## src/design/kcl_pkg.sv

```systemverilog
`timescale 1ns / 1ps
// ----------------------------------------------------------------------------
// kcl_pkg
// Types and constants shared by the keypad code lock modules.
// ----------------------------------------------------------------------------
package kcl_pkg;

   localparam int KEY_W     = 8;
   localparam int VALUE_W   = 14;
   localparam int DIGITS_W  = 3;
   localparam int STATUS_W  = 3;
   localparam int WRONG_W   = 3;
   localparam int PHASE_W   = 3;
   localparam int CSR_IDX_W = 2;
   localparam int CSR_DAT_W = 14;
   localparam int RSP_W     = 24;

   // Key characters
   localparam logic [KEY_W-1:0] KEY_HASH  = 8'h23;
   localparam logic [KEY_W-1:0] KEY_ZERO  = 8'h30;
   localparam logic [KEY_W-1:0] KEY_NINE  = 8'h39;

   // Session phases
   localparam logic [PHASE_W-1:0] PH_USER    = 3'd0;
   localparam logic [PHASE_W-1:0] PH_SERVICE = 3'd1;
   localparam logic [PHASE_W-1:0] PH_NEW     = 3'd2;
   localparam logic [PHASE_W-1:0] PH_LOCK    = 3'd3;
   localparam logic [PHASE_W-1:0] PH_DONE    = 3'd4;

   // Result status codes
   localparam logic [STATUS_W-1:0] ST_ENTER    = 3'd0;
   localparam logic [STATUS_W-1:0] ST_WRONG    = 3'd1;
   localparam logic [STATUS_W-1:0] ST_LOCK     = 3'd2;
   localparam logic [STATUS_W-1:0] ST_OPEN     = 3'd3;
   localparam logic [STATUS_W-1:0] ST_NEWCODE  = 3'd4;
   localparam logic [STATUS_W-1:0] ST_CHANGED  = 3'd5;
   localparam logic [STATUS_W-1:0] ST_FINISHED = 3'd6;

   // Configuration register indexes
   localparam logic [CSR_IDX_W-1:0] CSR_SERVICE_CODE = 2'd0;
   localparam logic [CSR_IDX_W-1:0] CSR_MAX_WRONG    = 2'd1;

   // Reset values
   localparam logic [VALUE_W-1:0] USER_CODE_RST    = 14'd2660;
   localparam logic [VALUE_W-1:0] SERVICE_CODE_RST = 14'd123;
   localparam logic [WRONG_W-1:0] MAX_WRONG_RST    = 3'd3;
   localparam logic [WRONG_W-1:0] WRONG_SAT        = 3'd7;
   localparam logic [DIGITS_W-1:0] DIGITS_LIMIT    = 3'd4;

   typedef struct packed {
      logic [PHASE_W-1:0]  phase;
      logic [VALUE_W-1:0]  accum_value;
      logic [DIGITS_W-1:0] digit_count;
      logic                digits_stopped;
      logic [WRONG_W-1:0]  wrong_count;
      logic [VALUE_W-1:0]  user_code;
   } kcl_state_type;

   typedef struct packed {
      logic [DIGITS_W-1:0] digits_entered;
      logic [VALUE_W-1:0]  entry_value;
      logic [STATUS_W-1:0] status;
   } kcl_result_type;

   typedef struct packed {
      logic [VALUE_W-1:0] service_code;
      logic [WRONG_W-1:0] max_wrong;
   } kcl_cfg_type;

endpackage

```

## src/design/keypad_code_lock.sv

```systemverilog
`timescale 1ns / 1ps
// Flow: an accepted key beat is held in the input register and passes through kcl_step
//    into the result register once that register is empty or its beat is being taken.
// Throughput: one key per cycle while rsp_tready is high; the whole step is one pass
//    of kcl_step between the input register and the result register.
// Reset: synchronous, active high; clears both stages, the session state
//    (user code back to 2660) and the configuration registers.
// ----------------------------------------------------------------------------
// keypad_code_lock
// Keypad code lock: builds entries from key presses, checks the user and
// service codes, changes the user code and locks out after wrong attempts.
// ----------------------------------------------------------------------------
module keypad_code_lock #(
   parameter int MAX_KEYS   = 5,
   parameter int MAX_DIGITS = 4
) (
   input  logic                           clock,
   input  logic                           reset,
   // Key stream
   input  logic                           req_tvalid,
   output logic                           req_tready,
   input  logic [7:0]                     req_tdata,   // [7:0] key
   // Result stream
   output logic                           rsp_tvalid,
   input  logic                           rsp_tready,
   output logic [kcl_pkg::RSP_W-1:0]      rsp_tdata,   // [2:0] status, [16:3] entry_value,
                                                       // [19:17] digits_entered, [23:20] zero
   // Configuration writes
   input  logic                           csr_valid,
   output logic                           csr_ready,
   input  logic [kcl_pkg::CSR_IDX_W-1:0]  csr_index,
   input  logic [kcl_pkg::CSR_DAT_W-1:0]  csr_data
);
   import kcl_pkg::*;

   localparam int KEY_CNT_W = $clog2(MAX_KEYS + 1);

   kcl_cfg_type           cfg;

   // Input stage
   logic                  in_valid_ff, in_valid_in;
   logic [KEY_W-1:0]      in_key_ff, in_key_in;

   // Session state
   kcl_state_type         state_ff, state_in, state_nxt;
   logic [KEY_CNT_W-1:0]  key_count_ff, key_count_in, key_count_nxt;

   // Result stage
   logic                  rsp_valid_ff, rsp_valid_in;
   kcl_result_type        rsp_data_ff, rsp_data_in, step_result;

   logic                  advance;
   logic                  req_take;

   kcl_csr u_csr (
      .clock     (clock),
      .reset     (reset),
      .csr_valid (csr_valid),
      .csr_ready (csr_ready),
      .csr_index (csr_index),
      .csr_data  (csr_data),
      .cfg       (cfg)
   );

   kcl_step #(
      .MAX_KEYS   (MAX_KEYS),
      .MAX_DIGITS (MAX_DIGITS),
      .KEY_CNT_W  (KEY_CNT_W)
   ) u_step (
      .key           (in_key_ff),
      .state_cur     (state_ff),
      .key_count_cur (key_count_ff),
      .cfg           (cfg),
      .state_nxt     (state_nxt),
      .key_count_nxt (key_count_nxt),
      .result        (step_result)
   );

   // Advance the held key into the result register when that register frees up;
   // the input stage takes a new beat even while a result waits downstream.
   assign advance    = in_valid_ff && (!rsp_valid_ff || rsp_tready);
   assign req_tready = !in_valid_ff || advance;
   assign req_take   = req_tvalid && req_tready;

   always_comb begin
      in_valid_in  = in_valid_ff;
      in_key_in    = in_key_ff;
      state_in     = state_ff;
      key_count_in = key_count_ff;
      rsp_valid_in = rsp_valid_ff;
      rsp_data_in  = rsp_data_ff;

      // Drop the result once taken
      if (rsp_valid_ff && rsp_tready) begin
         rsp_valid_in = 1'b0;
      end

      // Commit the step: session state and result move together
      if (advance) begin
         state_in     = state_nxt;
         key_count_in = key_count_nxt;
         rsp_valid_in = 1'b1;
         rsp_data_in  = step_result;
         in_valid_in  = 1'b0;
      end

      // Hold a newly accepted key
      if (req_take) begin
         in_valid_in = 1'b1;
         in_key_in   = req_tdata;
      end
   end

   always_ff @(posedge clock) begin
      if (reset) begin
         in_valid_ff              <= 1'b0;
         rsp_valid_ff             <= 1'b0;
         state_ff.phase           <= PH_USER;
         state_ff.accum_value     <= '0;
         state_ff.digit_count     <= '0;
         state_ff.digits_stopped  <= 1'b0;
         state_ff.wrong_count     <= '0;
         state_ff.user_code       <= USER_CODE_RST;
         key_count_ff             <= '0;
      end else begin
         in_valid_ff  <= in_valid_in;
         rsp_valid_ff <= rsp_valid_in;
         state_ff     <= state_in;
         key_count_ff <= key_count_in;
      end
   end

   // Payload registers
   always_ff @(posedge clock) begin
      in_key_ff   <= in_key_in;
      rsp_data_ff <= rsp_data_in;
   end

   assign rsp_tvalid = rsp_valid_ff;
   assign rsp_tdata  = {{(RSP_W - $bits(kcl_result_type)){1'b0}}, rsp_data_ff};

endmodule

```

## src/design/kcl_csr.sv

```systemverilog
`timescale 1ns / 1ps
// ----------------------------------------------------------------------------
// kcl_csr
// Configuration registers: service code and wrong-attempt limit.
// ----------------------------------------------------------------------------
module kcl_csr (
   input  logic                           clock,
   input  logic                           reset,
   input  logic                           csr_valid,
   output logic                           csr_ready,
   input  logic [kcl_pkg::CSR_IDX_W-1:0]  csr_index,
   input  logic [kcl_pkg::CSR_DAT_W-1:0]  csr_data,
   output kcl_pkg::kcl_cfg_type           cfg
);
   import kcl_pkg::*;

   logic [VALUE_W-1:0] service_code_ff, service_code_in;
   logic [WRONG_W-1:0] max_wrong_ff, max_wrong_in;

   assign csr_ready = 1'b1;

   always_comb begin
      service_code_in = service_code_ff;
      max_wrong_in    = max_wrong_ff;
      if (csr_valid) begin
         case (csr_index)
            CSR_SERVICE_CODE: service_code_in = csr_data[VALUE_W-1:0];
            CSR_MAX_WRONG:    max_wrong_in    = csr_data[WRONG_W-1:0];
            default: ;  // drop writes to unknown indexes
         endcase
      end
   end

   always_ff @(posedge clock) begin
      if (reset) begin
         service_code_ff <= SERVICE_CODE_RST;
         max_wrong_ff    <= MAX_WRONG_RST;
      end else begin
         service_code_ff <= service_code_in;
         max_wrong_ff    <= max_wrong_in;
      end
   end

   assign cfg.service_code = service_code_ff;
   assign cfg.max_wrong    = max_wrong_ff;

endmodule

```

## src/design/kcl_step.sv

```systemverilog
`timescale 1ns / 1ps
// ----------------------------------------------------------------------------
// kcl_step
// Next-state and result logic for one key press.
// ----------------------------------------------------------------------------
module kcl_step #(
   parameter int MAX_KEYS   = 5,
   parameter int MAX_DIGITS = 4,
   parameter int KEY_CNT_W  = $clog2(MAX_KEYS + 1)
) (
   input  logic [kcl_pkg::KEY_W-1:0]  key,
   input  kcl_pkg::kcl_state_type     state_cur,
   input  logic [KEY_CNT_W-1:0]       key_count_cur,
   input  kcl_pkg::kcl_cfg_type       cfg,
   output kcl_pkg::kcl_state_type     state_nxt,
   output logic [KEY_CNT_W-1:0]       key_count_nxt,
   output kcl_pkg::kcl_result_type    result
);
   import kcl_pkg::*;

   logic                  is_hash;
   logic                  is_digit;
   logic                  done;
   logic [VALUE_W+3:0]    acc_wide;
   logic [VALUE_W-1:0]    acc;
   logic [DIGITS_W-1:0]   dc;
   logic                  stop;
   logic [KEY_CNT_W-1:0]  kc;
   logic [WRONG_W-1:0]    wc;

   always_comb begin
      state_nxt     = state_cur;
      key_count_nxt = key_count_cur;
      result        = '0;
      is_hash       = (key == KEY_HASH);
      is_digit      = key inside {[KEY_ZERO:KEY_NINE]};
      acc           = state_cur.accum_value;
      dc            = state_cur.digit_count;
      stop          = state_cur.digits_stopped;
      kc            = key_count_cur;
      done          = 1'b0;
      acc_wide      = '0;
      wc            = state_cur.wrong_count;

      if (state_cur.phase == PH_LOCK || state_cur.phase == PH_DONE) begin
         // Terminal: ignore the key
         result.status = (state_cur.phase == PH_LOCK) ? ST_LOCK : ST_FINISHED;
      end else begin
         if (is_hash) begin
            done = 1'b1;
         end else begin
            if (is_digit) begin
               if (!stop && dc < DIGITS_W'(MAX_DIGITS)) begin
                  // acc * 10 + digit
                  acc_wide = ({4'd0, acc} << 3) + ({4'd0, acc} << 1)
                             + {{(VALUE_W){1'b0}}, key[3:0]};
                  acc = acc_wide[VALUE_W-1:0];
                  dc  = dc + 1'b1;
               end
            end else begin
               stop = 1'b1;
            end
            kc = kc + 1'b1;
            if (kc >= KEY_CNT_W'(MAX_KEYS)) begin
               done = 1'b1;
            end
         end

         result.entry_value    = acc;
         result.digits_entered = dc;

         if (!done) begin
            case (state_cur.phase)
               PH_SERVICE: result.status = ST_OPEN;
               PH_NEW:     result.status = ST_NEWCODE;
               default:    result.status = ST_ENTER;
            endcase
            state_nxt.accum_value    = acc;
            state_nxt.digit_count    = dc;
            state_nxt.digits_stopped = stop;
            key_count_nxt            = kc;
         end else begin
            case (state_cur.phase)
               PH_USER: begin
                  if (acc == state_cur.user_code) begin
                     state_nxt.wrong_count = '0;
                     state_nxt.phase       = PH_SERVICE;
                     result.status         = ST_OPEN;
                  end else begin
                     if (wc < WRONG_SAT) begin
                        wc = wc + 1'b1;
                     end
                     state_nxt.wrong_count = wc;
                     if (wc >= cfg.max_wrong) begin
                        state_nxt.phase = PH_LOCK;
                        result.status   = ST_LOCK;
                     end else begin
                        result.status   = ST_WRONG;
                     end
                  end
               end
               PH_SERVICE: begin
                  if (acc == cfg.service_code) begin
                     state_nxt.phase = PH_NEW;
                     result.status   = ST_NEWCODE;
                  end else begin
                     state_nxt.phase = PH_DONE;
                     result.status   = ST_FINISHED;
                  end
               end
               default: begin
                  state_nxt.user_code = acc;
                  state_nxt.phase     = PH_USER;
                  result.status       = ST_CHANGED;
               end
            endcase
            // Clear the entry buffers for the next entry
            state_nxt.accum_value    = '0;
            state_nxt.digit_count    = '0;
            state_nxt.digits_stopped = 1'b0;
            key_count_nxt            = '0;
         end
      end
   end

endmodule

```

## config.mk

```make
export PLATFORM = sky130hd
export DESIGN_NAME = keypad_code_lock
export DESIGN_NICKNAME = d
export VERILOG_FILES = /design/src/design/kcl_pkg.sv /design/src/design/keypad_code_lock.sv /design/src/design/kcl_csr.sv /design/src/design/kcl_step.sv
export SDC_FILE = /design/constraint.sdc
export NUM_CORES = 1
export LEC_CHECK = 0
export BUFFER_PORTS_ARGS = -buffer_cell sky130_fd_sc_hd__buf_2
export CELL_PAD_IN_SITES_DETAIL_PLACEMENT = 0
export CELL_PAD_IN_SITES_GLOBAL_PLACEMENT = 2
export CORE_ASPECT_RATIO = 0.9
export CORE_UTILIZATION = 39
export CTS_CLUSTER_SIZE = 20
export DETAILED_ROUTE_END_ITERATION = 8
export GPL_ROUTABILITY_DRIVEN = 1
export GPL_TIMING_DRIVEN = 0
export PLACE_DENSITY_LB_ADDON = 0.1
export SYNTH_ARGS = -nofsm -noshare
export SYNTH_HDL_FRONTEND = slang
export SYNTH_SLANG_ARGS = --single-unit
```

## constraint.sdc

```tcl
create_clock -name clock -period 6.3 [get_ports clock]
set_input_delay 0.315 -clock clock [delete_from_list [all_inputs] [get_ports clock]]
set_output_delay 0.315 -clock clock [all_outputs]
set_load 0.03 [all_outputs]
```

Word level (Yosys, flattened, before mapping)
Cells that the tools add are included.
{"block": "op_classes", "add_sub_neg": 5, "order_cmp": 6, "n_eq_ne": 11, "muxes": 37, "n_bitwise": 2, "reduce_logical": 24}
{"cell": "$mux 14", "n": 4}
{"cell": "$mux 3", "n": 17}
{"cell": "$eq 14x14->1", "n": 2}
{"cell": "$mux 18", "n": 1}
{"cell": "$pmux 3 s2", "n": 3}
{"cell": "$reduce_and 4->1", "n": 4}
{"cell": "$add 14x14->14", "n": 1}
{"cell": "$add 14x4->14", "n": 1}
{"cell": "$add 3x1->3 const B", "n": 3}
{"cell": "$mux 1", "n": 9}
{"cell": "$eq 8x6->1 const B", "n": 1}
{"cell": "$ge 8x6->1 const B", "n": 1}
{"cell": "$le 8x6->1 const B", "n": 1}
{"cell": "$eq 3x2->1 const B", "n": 2}
{"cell": "$lt 3x3->1 const B", "n": 2}
{"cell": "$mux 2", "n": 3}
{"cell": "$reduce_and 2->1", "n": 3}
{"cell": "$logic_and 1x1->1", "n": 5}
{"cell": "$ne 2x2->1 const B", "n": 2}
{"cell": "$reduce_bool 2->1", "n": 2}
{"cell": "$eq 3x1->1 const B", "n": 1}
{"cell": "$eq 3x3->1 const B", "n": 1}
{"cell": "$ge 3x3->1", "n": 1}
{"cell": "$ge 3x3->1 const B", "n": 1}
{"cell": "9 further kinds", "n": 14}
{"block": "totals", "ff_bits": 88, "input_bits": 29, "output_inout_bits": 27, "wordCells": 100}

Depth between registers and ports, before layout
{"block": "depth", "word_depth": 17, "ltp_mapped": 13, "depth_no_buf": 13}

By module
Synthesis repeated with hierarchy kept, for this count alone.
{"block": "hier_totals", "cells_unflattened": 738, "hier_area_um2": 6538.8}
{"mod": "kcl_step", "n_inst": 1, "cells_per_inst": 444, "area_per_inst_um2": 2996.6, "seq_area_each_um2": 0.0}
{"mod": "keypad_code_lock", "n_inst": 1, "cells_per_inst": 221, "area_per_inst_um2": 2808.9, "seq_area_each_um2": 1701.6}
{"mod": "kcl_csr", "n_inst": 1, "cells_per_inst": 73, "area_per_inst_um2": 733.2, "seq_area_each_um2": 340.3}

Worst setup path before layout
No wires, ideal clock.
{"block": "synth_timing", "path_type": "flip-flop to flip-flop", "startpoint": "reg state_ff[23] in the netlist's numbering", "endpoint": "reg rsp_data_ff (netlist bit rsp_tdata[1]), data pin", "setup_ns": 0.265, "arrival_time_ns": 3.556, "t_required_ns": 6.035, "path_slack_ns": 2.479, "stages_incl_launch_ff": 14, "path_buffers": 0, "period_less_slack_ns": 3.821, "cell_sequence": "dfxtp_1 -> inv_1 -> fa_1 -> inv_1 -> ha_1 -> a211o_1 -> a211oi_1 -> o31a_1 -> mux2i_1 -> or4b_1 -> o31a_1 -> nor4_4 -> a311oi_1 -> or3_1"}
{"block": "synth_between", "elab_chain_cells": 11, "word_cells_on_any_way": 13, "classes_between": "add/sub: 2; eq/ne: 2; mux: 9"}
{"element": "start: declaration", "line": "keypad_code_lock.sv:45", "text": "kcl_state_type state_ff, state_in, state_nxt;"}
{"element": "start signal: assignment", "line": "keypad_code_lock.sv:128", "text": "state_ff <= state_in;"}
{"element": "$add 14x14->14", "line": "kcl_step.sv:55", "text": "acc_wide = ({4'd0, acc} << 3) + ({4'd0, acc} << 1)"}
{"element": "$add 14x4->14", "line": "kcl_step.sv:56", "text": "+ {{(VALUE_W){1'b0}}, key[3:0]};"}
{"element": "$mux 14", "line": "kcl_step.sv:53", "text": "if (!stop && dc < DIGITS_W'(MAX_DIGITS)) begin"}
{"element": "$mux 14", "line": "kcl_step.sv:52", "text": "if (is_digit) begin"}
{"element": "$mux 14 (*)", "line": "kcl_step.sv:49", "text": "if (is_hash) begin"}
{"element": "$mux 14 (*)", "line": "kcl_step.sv:45", "text": "if (state_cur.phase == PH_LOCK || state_cur.phase == PH_DONE) begin"}
{"element": "$eq 14x14->1 (on tied branches)", "line": "kcl_step.sv:103, kcl_step.sv:85"}
{"element": "$mux 2 (on tied branches)", "line": "kcl_step.sv:103, kcl_step.sv:85"}
{"element": "$pmux 3 s2 (*)", "line": "kcl_step.sv:83", "text": "case (state_cur.phase)"}
{"element": "$mux 3 (*)", "line": "kcl_step.sv:72", "text": "if (!done) begin"}
{"element": "$mux 3 (*)", "line": "kcl_step.sv:45"}
{"element": "end signal: assignment", "line": "keypad_code_lock.sv:136", "text": "rsp_data_ff <= rsp_data_in;"}
{"element": "end: declaration", "line": "keypad_code_lock.sv:50", "text": "kcl_result_type rsp_data_ff, rsp_data_in, step_result;"}
Mark *: on every way between the ends. The rest lies on a longest branch, timed or not. The select of a mux whose other input is x is not followed.
A chain may end at the register's enable or synchronous reset.

Worst setup path in the final report
Ends and elaborated chain as after synthesis.

==> results.txt <==
----------------------------------------------------
[Outcome]
  Status ... completed

[Timing]
  Total of endpoints with negative setup slack in the final report ... 0
  Clock skew ... 7.041 ps
  Final hold viol count ... 0
  Unrepaired setup endpoints after global routing ... no
  Max-slew violation total from the final report ... 0
  Worst-Margin Slew ... 895.4 ps
  Peak clock frequency supported by timing ... 0.2181 GHz
  Worst rel slew slack ... 0.3937
  Final critical-path required period ... 4585 ps
  Final period utilization ... 0.7278
  Sum of negative setup slack ... 0 ps

[Global route]
  Wire length of the first global-routing pass ... 23,250 µm
  Antenna violations before repair ... 0
  Number of global-route vias before repair ... 4,358
  Maximum number of pins on one net before global-route repair ... 15
  Global-route congestion overflow total ... 0
  Aggregate global-route resource usage ... 0.2261

[Setup path]
  Max FO, Critical Path ... 6
  Type of the worst setup path ... reg -> reg
  Logic depth of the worst setup path including buffers ... 13
  CP Capture Type ... flop
  Required time of the worst setup path ... 6380 ps
  Number of buffers and inverters on the critical path ... 2
  Gate family responsible for the most delay along the worst path ... compound AO/OA/AOI/OAI gates
  Highest cell delay on the worst timing path ... 550 ps
  Critical-path top delay cell ... sky130_fd_sc_hd__fa_1
  Cells traversed along the worst timing path ... inv_1 -> fa_1 -> inv_1 -> ha_1 -> a211o_1 -> a211oi_1 -> o31a_1 -> mux2i_1 -> or4b_1 -> o31a_1 -> nor4_4 -> a311oi_1 -> or3_1
  R2R Path Start ... state_ff[23]
  Startpoint Class ... flop
  Worst reg2reg endpoint ... rsp_tdata[1]
  Depth of the worst register-to-register path ... 13
  CP Data Arrival Time ... 4660 ps
  Register-to-register setup slack ... 1710 ps

[Detailed routing]
  Number of optimization iterations in the first detailed-route pass ... 5
  Final WL ... 14,620 µm
  Vias per std cell ... 5.415
  Number of nets still failing antenna checks after routing ... 0
  Final routed wire length divided by cell count ... 18.11 µm
  Vias after detailed routing ... 4,370
  DRT iter0 DRCs ... 287
  Drt drc ... 0

[Power and ir drop]
  Pint ... 938.7 µW
  Sequential share of power ... 0.497
  Clock network power share ... 0.426
  Maximum resistive drop on vdd ... 0.1292 mV
  Total net switching power ... 288.8 µW
  Standby leakage power ... 0.002414 µW
  Sw Share ... 0.2353
  Power density relative to cell area ... 207.0 nW/µm²
  Gate power share ... 0.078

[Synthesis]
  Post-Synthesis Mean Instance Area ... 9.005 µm²
  Flip-flop cell with the highest count after synthesis ... sky130_fd_sc_hd__dfxtp_1
  Register area share after synthesis ... 0.3951
  Number of enable-type register cells in the synthesized netlist ... 28
  Synth Instances ... 574
  Commonest cells post-synth ... 80 x sky130_fd_sc_hd__nor2_1, 60 x sky130_fd_sc_hd__dfxtp_1, 57 x sky130_fd_sc_hd__nand2_1
  Number of distinct library cell variants in the gate-level netlist after synthesis ... 73
  Cell area after technology mapping ... 5169 µm²
  Cell type with the highest aggregate area in the netlist ... sky130_fd_sc_hd__dfxtp_1
  Synth area leaders ... sky130_fd_sc_hd__dfxtp_1 23%, sky130_fd_sc_hd__edfxtp_1 16%, sky130_fd_sc_hd__ha_1 7.0%
  Dominant cell by count in the synthesized netlist ... sky130_fd_sc_hd__nor2_1
  Total number of yosys warnings ... 0
  Async set-or-reset flop fraction in the synthesized netlist ... 0
  Number of register bits inferred by synthesis ... 88
  Share of the synthesized area in the top cell type ... 0.2324

[Worst hold path]
  Hold-critical path endpoint ... in_key_ff[3]
  Count of cells along the worst hold path ... 1
  Startpoint of the worst hold path ... req_tdata[3]
  Worst Hold Class ... in -> reg

[Floorplanning]
  Die boundary width ... 123.4 µm
  Placement Rows ... 39
  Die area ... 13,720 µm²
  Core outline area ... 12,780 µm²
  Number of primary I/O pins ... 56
  Die height ... 111.2 µm
  Initial cell density of the core ... 0.4043

[Clocking]
  Clock tree from TritonCTS ... yes
  Root buffer selected by CTS ... sky130_fd_sc_hd__clkbuf_16
  Count of hold-fix buffers inserted at cts ... 0
  Clock slew at reported path FFs ... 60 ps
  Maximum number of buffers from clock root to sink ... 2
  Worst-Skew Late Latency ... 340 ps
  Inserted Clock Buffers ... 9
  H-tree lvl count ... 3
  Cells resized by post-CTS repair ... 0
  Clk sinks ... 88
  Number of setup buffers added after CTS ... 0

[Placement]
  Post-placement cell count ... 791
  Routability Congestion ... 0.8646
  Post-detailed-placement half-perimeter wirelength ... 11,310 µm
  Number of port buffers ... 49

[Finish]
  Cell Count, Final, Fillers Out ... 807
  Area added between synthesis and finish ... 14.74%
  Number of nets at the end of the flow ... 698
  Final antenna diode count ... 0
  Share of layout cells above drive strength 1 ... 0.1291

[Run]
  Count of maximum capacitance violations ... 0

----------------------------------------------------
==> layout by cell type (no fill, tap or decap), types with 3 or more instances in the layout <==
cell                        count
sky130_fd_sc_hd__o21ai_0        7
sky130_fd_sc_hd__nand3_1       10
sky130_fd_sc_hd__clkbuf_1      23
sky130_fd_sc_hd__ha_1          29
sky130_fd_sc_hd__o21a_1         3
sky130_fd_sc_hd__a211o_1        8
sky130_fd_sc_hd__a21boi_0       3
sky130_fd_sc_hd__a21oi_1       44
sky130_fd_sc_hd__dfxtp_1       60
sky130_fd_sc_hd__nor2b_1        4
sky130_fd_sc_hd__buf_4          5
sky130_fd_sc_hd__mux2i_1       13
sky130_fd_sc_hd__a22oi_1        4
sky130_fd_sc_hd__o31ai_1        3
sky130_fd_sc_hd__nor2_1        80
sky130_fd_sc_hd__a21o_1         4
sky130_fd_sc_hd__nand3b_1       8
sky130_fd_sc_hd__conb_1         5
sky130_fd_sc_hd__nand2b_1       6
sky130_fd_sc_hd__buf_2         54
sky130_fd_sc_hd__inv_1         20
sky130_fd_sc_hd__nand4_1        3
sky130_fd_sc_hd__xor2_1        12
sky130_fd_sc_hd__a31oi_1        4
sky130_fd_sc_hd__o22ai_1        5
sky130_fd_sc_hd__nor3_1         7
sky130_fd_sc_hd__o21bai_1       3
sky130_fd_sc_hd__nor3b_1        3
sky130_fd_sc_hd__or3_1          4
sky130_fd_sc_hd__a211oi_1      10
sky130_fd_sc_hd__buf_1          3
sky130_fd_sc_hd__edfxtp_1      28
sky130_fd_sc_hd__and2_1         5
sky130_fd_sc_hd__nand2_1       57
sky130_fd_sc_hd__xnor2_1       39
sky130_fd_sc_hd__o21ai_1        3
sky130_fd_sc_hd__clkbuf_16      9
==> worst reg2reg max path, delay by kind of cell (launching register included) <==
| kind | cells | cell delay (ps) |
|---|---|---|
| flops | 1 | 530 |
| simple gates | 3 | 1250 |
| buf+inv | 2 | 160 |
| compound gates | 5 | 1460 |
| fa+ha+maj | 2 | 850 |
| mux | 1 | 80 |
==> area by class of cell <==
type	count	area, µm²
Tap cell	164	205.2
Fill cell	1310	6854
Sequential cell	88	2042
Inverter	21	78.83
Timing Repair Buffer	50	260.3
Clock inverter	4	46.29
Buffer	33	148.9
Clock buffer	12	236.5
Multi-Input combinational cell	435	2913
==> power groups by stage <==
stage	clock network (µW)	registers [µW]	logic, µW
after floorplan	0	630	52.1
after global placement	0	622	92.7
after detailed placement	0	622	95.3
after CTS	535	610	95.7
after global routing	555	611	106
final	522	610	95.2
==> how the worst max path moves through the flow <==
stage / startpoint / end / slack (ps)
2_1_floorplan: state_ff[23] / rsp_tdata[1] / 2480
3_3_place_gp: state_ff[23] / rsp_tdata[1] / 1790
3_5_place_dp: state_ff[23] / rsp_tdata[1] / 1780
4_1_cts: state_ff[23] / rsp_tdata[1] / 1760
5_1_grt: state_ff[23] / rsp_tdata[0] / 1550
6_report: state_ff[23] / rsp_tdata[1] / 1710
==> routing by layer <==
metal,vias to the layer above,routed length (µm),global-route usage
met5,-,0,0
met4,0,273,0.06185
met3,18,540,0.03704
met2,105,6607,0.3605
met1,2100,7194,0.3123
li1,2147,-,-
==> per-stage QoR <==
step / utilization / setup WS (ps) / total power, µW / hold WS [ps] / cell area (µm²)
finish: 0.4639 / 1715 / 1227 / 149.6 / 5931
global route: 0.4639 / 1548 / 1272 / 137.5 / 5931
CTS: 0.4639 / 1759 / 1241 / 131.5 / 5931
detailed placement: 0.4418 / 1785 / 717.6 / 466.8 / 5648
global placement: 0.4404 / 1794 / 714.8 / 464.3 / 5630
floorplan: - / 2479 / 681.6 / 413.9 / 5180
==> cell families after synthesis <==
logic type | count (synthesis) | synth area share
AND/OR/NAND/NOR | 204 | 0.1874
AO/OA/AOI/OAI | 128 | 0.1690
flip-flops | 88 | 0.3951
XOR/XNOR | 54 | 0.09998
buffers and inverters | 54 | 0.04406
adder cells (fa/ha/maj) | 31 | 0.07795
multiplexers | 13 | 0.02517
other | 2 | 0.001453
==> flip-flops by register name, summed over array words and instances (netlist names) <==
name	cells
in_key_ff	8
in_valid_ff	1
key_count_ff	3
rsp_tdata	20
rsp_tvalid	1
state_ff	38
u_csr.max_wrong_ff	3
u_csr.service_code_ff	14
Power figures use the tool's default switching activity.
